`config.mk`:
```
export PLATFORM = sky130hd
export DESIGN_NAME = hdt_ctrl
export DESIGN_NICKNAME = d
export VERILOG_FILES = /design/src/rtl/hdt_pkg.sv /design/src/rtl/hdt_ctrl.sv
export SDC_FILE = /design/constraint.sdc
export NUM_CORES = 1
export LEC_CHECK = 0
export ABC_AREA = 1
export BUFFER_PORTS_ARGS = -buffer_cell sky130_fd_sc_hd__buf_2
export CELL_PAD_IN_SITES_DETAIL_PLACEMENT = 1
export CELL_PAD_IN_SITES_GLOBAL_PLACEMENT = 2
export CORE_UTILIZATION = 19
export CTS_CLUSTER_DIAMETER = 120
export DETAILED_ROUTE_END_ITERATION = 10
export PLACE_DENSITY = 0.85
export SKIP_LAST_GASP = 1
export SYNTH_ARGS = -nofsm -noshare
export SYNTH_HDL_FRONTEND = slang
export SYNTH_SLANG_ARGS = --single-unit
```
`constraint.sdc`:
```
create_clock -name clk_i -period 3.15 [get_ports clk_i]
set_input_delay 0.63 -clock clk_i [delete_from_list [all_inputs] [get_ports clk_i]]
set_output_delay 0.63 -clock clk_i [all_outputs]
set_load 0.05 [all_outputs]
```
`src/rtl/hdt_pkg.sv`:
```
`default_nettype none
// ----------------------------------------------------------------------------
// hdt_pkg: shared types and constants of the generational handle table
// Holds the request and response beats, the slot entry layout, the request
// codes and the command and status groups between controller and datapath.
// ----------------------------------------------------------------------------
package hdt_pkg;

  localparam int GEN_W    = 32;
  localparam int OBJ_W    = 64;
  localparam int HANDLE_W = 64;
  localparam int TYPE_W   = 4;
  localparam int KIND_W   = 8;

  localparam logic [TYPE_W-1:0] TYPE_FREE    = 4'd0;
  localparam logic [TYPE_W-1:0] TYPE_WIDGET  = 4'd1;
  localparam logic [TYPE_W-1:0] TYPE_SURFACE = 4'd2;
  localparam logic [KIND_W-1:0] KIND_NONE    = 8'hFF;
  localparam logic [GEN_W-1:0]  GEN_FIRST    = 32'd1;

  typedef enum logic [1:0] {
    REQ_ALLOC   = 2'd0,
    REQ_RELEASE = 2'd1,
    REQ_LOOKUP  = 2'd2,
    REQ_REVERSE = 2'd3
  } req_e;

  typedef enum logic [2:0] {
    ST_IDLE,
    ST_DECIDE,
    ST_POP,
    ST_MODIFY,
    ST_SCAN,
    ST_DONE
  } state_e;

  typedef struct packed {
    logic [1:0]               req_type;
    logic [HANDLE_W-1:0]      handle_in;
    logic [OBJ_W-1:0]         object_in;
    logic [TYPE_W-1:0]        type_in;
    logic signed [KIND_W-1:0] kind_in;
  } hdt_in_t;

  typedef struct packed {
    logic [HANDLE_W-1:0]      handle_out;
    logic                     found;
    logic [OBJ_W-1:0]         object_out;
    logic [TYPE_W-1:0]        type_out;
    logic signed [KIND_W-1:0] kind_out;
    logic                     is_window;
  } hdt_out_t;

  // One slot of the table as it sits in memory.
  typedef struct packed {
    logic [OBJ_W-1:0]  obj;
    logic [GEN_W-1:0]  gen;
    logic [TYPE_W-1:0] typ;
    logic [KIND_W-1:0] kind;
  } hdt_entry_t;

  typedef struct packed {
    logic latch_req;   // capture the accepted request
    logic pop;         // read top of recycle stack, shrink it
    logic fresh;       // take the next never-used slot and read it
    logic pop_read;    // read the slot that came off the stack
    logic rd_handle;   // read the slot that the request handle names
    logic scan_start;  // read slot 1
    logic scan_next;   // read the slot after the current one
    logic commit;      // finish the operation on the slot just read
    logic fail;        // finish with the empty result
    logic load_out;    // move the result into the output register
  } hdt_cmd_t;

  typedef struct packed {
    req_e req;
    logic stack_empty;
    logic table_full;
    logic scan_none;   // null object or no slot ever used
    logic scan_hit;
    logic scan_end;
    logic out_free;
  } hdt_sts_t;

endpackage
`default_nettype wire

```
`src/rtl/hdt_ctrl.sv`:
```
`default_nettype none
// ----------------------------------------------------------------------------
// hdt_ctrl: operation sequencer of the generational handle table
// Steps one request at a time through slot read, modify and result hand-off.
// ----------------------------------------------------------------------------
module hdt_ctrl (
  input  wire logic              clk_i,
  input  wire logic              rst_ni,
  input  wire logic              in_valid_i,
  output logic                   in_ready_o,
  input  wire hdt_pkg::hdt_sts_t sts_i,
  output hdt_pkg::hdt_cmd_t      cmd_o
);
  import hdt_pkg::*;

  state_e state_q, state_d;

  always_ff @(posedge clk_i or negedge rst_ni) begin
    if (!rst_ni) begin
      state_q <= ST_IDLE;
    end else begin
      state_q <= state_d;
    end
  end

  always_comb begin
    state_d    = state_q;
    cmd_o      = '0;
    in_ready_o = 1'b0;
    case (state_q)
      ST_IDLE: begin
        in_ready_o = 1'b1;
        if (in_valid_i) begin
          cmd_o.latch_req = 1'b1;
          state_d         = ST_DECIDE;
        end
      end
      ST_DECIDE: begin
        case (sts_i.req)
          REQ_ALLOC: begin
            if (!sts_i.stack_empty) begin
              cmd_o.pop = 1'b1;
              state_d   = ST_POP;
            end else if (!sts_i.table_full) begin
              cmd_o.fresh = 1'b1;
              state_d     = ST_MODIFY;
            end else begin
              cmd_o.fail = 1'b1;
              state_d    = ST_DONE;
            end
          end
          REQ_RELEASE, REQ_LOOKUP: begin
            cmd_o.rd_handle = 1'b1;
            state_d         = ST_MODIFY;
          end
          REQ_REVERSE: begin
            if (sts_i.scan_none) begin
              cmd_o.fail = 1'b1;
              state_d    = ST_DONE;
            end else begin
              cmd_o.scan_start = 1'b1;
              state_d          = ST_SCAN;
            end
          end
          default: begin
            cmd_o.fail = 1'b1;
            state_d    = ST_DONE;
          end
        endcase
      end
      ST_POP: begin
        cmd_o.pop_read = 1'b1;
        state_d        = ST_MODIFY;
      end
      ST_MODIFY: begin
        cmd_o.commit = 1'b1;
        state_d      = ST_DONE;
      end
      ST_SCAN: begin
        // Commit on a hit, or on the last used slot (a miss then reports empty).
        if (sts_i.scan_hit || sts_i.scan_end) begin
          cmd_o.commit = 1'b1;
          state_d      = ST_DONE;
        end else begin
          cmd_o.scan_next = 1'b1;
        end
      end
      ST_DONE: begin
        if (sts_i.out_free) begin
          cmd_o.load_out = 1'b1;
          state_d        = ST_IDLE;
        end
      end
      default: begin
        state_d = ST_IDLE;
      end
    endcase
  end

endmodule
`default_nettype wire

```
==> results_dict.tcl <==
set metrics [dict create \
    largest_reg_flops 3 \
    chipHeight_um 46.2 \
    maxSlewViolCount 0 \
    synth_top_family_by_area "simple AND/OR/NAND/NOR gates" \
    cts_sinks 3 \
    pre_cts_ws_ns 0.961 \
    routabilityCongestion 0.710 \
    root_buffer "clkbuf_4" \
    reg.largest.list "state_q: 3 flops" \
    cp.required_ns 2.52 \
    ir_drop_v 0.000282 \
    htree_levels 1 \
    cts_tree "yes" \
    yosys_register_bits 3 \
    tns_ns 0 \
    power_density_nw_per_um2 944 \
    dr.pass1.iters 2 \
    die_area_um2 2130 \
    syn_nets 78 \
    layout_min_cycle_time_ns 2.19 \
    setup_viol 0 \
    fmax_ghz 0.457 \
    synth_compound_area_share_pct 10.5 \
    grtUsageTotal_pct 10.9 \
    fin_ws_ns 0.960 \
    status "finished, final reports clean" \
    antenna_found_initial 0 \
    synth_simple_gate_area_share_pct 43.9 \
    fin_crit_sh_pct 69.5 \
    critical_path_class "in -> out" \
    critPathCaptureType "output pin" \
    final_common_cell "buf_2" \
    grt_pass1_wl_um 1610 \
    max_flop_register "state_q" \
    worst_clock_skew_ns 0.00503 \
    drive_gt1_share_pct 32.6 \
    power.leakage_nw 0.326 \
    synthMuxAreaShare_pct 0 \
    dr.first_iter.drc_count 2 \
    total_power_w 0.000503 \
    hold_buffers 0 \
    reg2reg_depth 6 \
    final_cell_mix "buf_2, nand2_1, inv_1" \
    vias_per_cell 4.09 \
    maxCapViolations 0 \
    syn_inst 64 \
    postCtsSetupRepairBufs 0 \
    rsz0062_at_grt "false" \
    rows 15 \
    grt_max_degree 8 \
    die_w_um 46.2 \
    synth_xor_area_share_pct 0 \
    grt_pass1_vias 418 \
    final_hold_viol_count 0 \
    n_antenna_cell 0 \
    arrival_ns 1.56 \
    cts_inserted_buffers 3 \
    pin_count 22 \
    relSlewSlack_pct 83.7 \
    area_growth_pct 43.9 \
    yosys_warnings 0 \
    min-delay-path-class "in -> async" \
    path_max_fanout 3 \
    start_util_pct 20.8 \
    cts.clk_slew.worst_paths_ns 0.04 \
    yosysSeqAreaShare_pct 20.3 \
    syn_area_um2 370 \
    cts-resized-gates 0 \
    synth_fa_ha_area_share_pct 10.1 \
    core_um2 1780 \
    nets 104 \
    drc 0 \
    dp_hpwl_um 886 \
    routed_wl_um 1010 \
    avgSynthCellArea_um2 5.79 \
    tightest_slew_ns 0.242 \
    antenna_left 0 \
    vias 466 \
    io_buffers 21 \
    avgRoutedWirePerCell_um 8.86 \
    yosys.cell_types.count 17 \
    grt-ovfl-total 0 \
    startpoint_type "input pin" \
    clk_path_buf_depth 2 \
    clock_latency_ns 0.23 \
]
## worst max-delay path, cell delays in order
cell and delay (ns):
buf_2 0.11, inv_1 0.07, ha_1 0.14, inv_1 0.05
o21ai_0 0.15, nand2_1 0.06, nor2_1 0.08, buf_2 0.26
## cell type report
class	count	area, um^2
well taps	25	31.3
fillers	246	1250
multi-input cells	46	239
repair buffers	21	105
flip-flops and latches	3	75.1
clock buffers	4	26.3
inverters	15	56.3
## stage by stage
step	hold slack, ns	instance area, um^2	cells	util [%]
3_5_place_dp	0.431	507	110	28.4
3_3_place_gp	0.423	507	110	28.4
2_1_floorplan	0.334	370	64	-
4_1_cts	0.179	533	114	29.9
5_1_grt	0.167	533	114	29.9
6_report	0.183	533	114	29.9
## cell usage after synthesis (all sizes together)
master,instances,area share (%)
dfrtp,3,20
ha,3,10
inv,15,15
nand2,17,19
nand3,3,4.1
nor2,12,15
nor3,2,2.7
nor3b,1,2.0
nor4,1,1.7
o21ai,5,6.8
o22ai,1,1.7
o31ai,1,2.0
## kinds of logic (layout without fill, tap and decap cells)
logic type | count (synthesis) | after routing
and+or+nand+nor | 36 | 36
AOI/OAI and AO/OA | 7 | 7
adders and majority gates | 3 | 3
buffers and inverters | 15 | 40
DFF | 3 | 3
## routing by layer
metal | up-vias | track usage [%] | wire [um] | part of all wire [%]
met1 | 200 | 11.0 | 409 | 40
met4 | 0 | 7.06 | 0 | 0
met3 | 0 | 2.35 | 70 | 6.9
met5 | - | 0 | 0 | 0
met2 | 21 | 19.7 | 530 | 52
li1 | 245 | - | - | -
## where the power goes
group          leakage [nW]  internal [W]  switching, W
combinational         0.275     0.0000883      0.000254
clock                0.0150     0.0000475     0.0000203
sequential           0.0368     0.0000597     0.0000336
total                 0.326      0.000195      0.000308
## path summary, 6_finish.rpt
path | slack [ns] | to | startpoint
min | 0.18 | state_q[2] | rst_ni
min reg2reg | 0.64 | state_q[1] | state_q[0]
min in group clk_i | 0.64 | state_q[1] | state_q[0]
max reg2reg | 2.00 | state_q[0] | state_q[1]
max | 0.96 | cmd_o[1] | sts_i[6]
max in group asynchronous | 2.85 | state_q[1] | rst_ni
No activity file was read; power rests on OpenSTA's default activity.
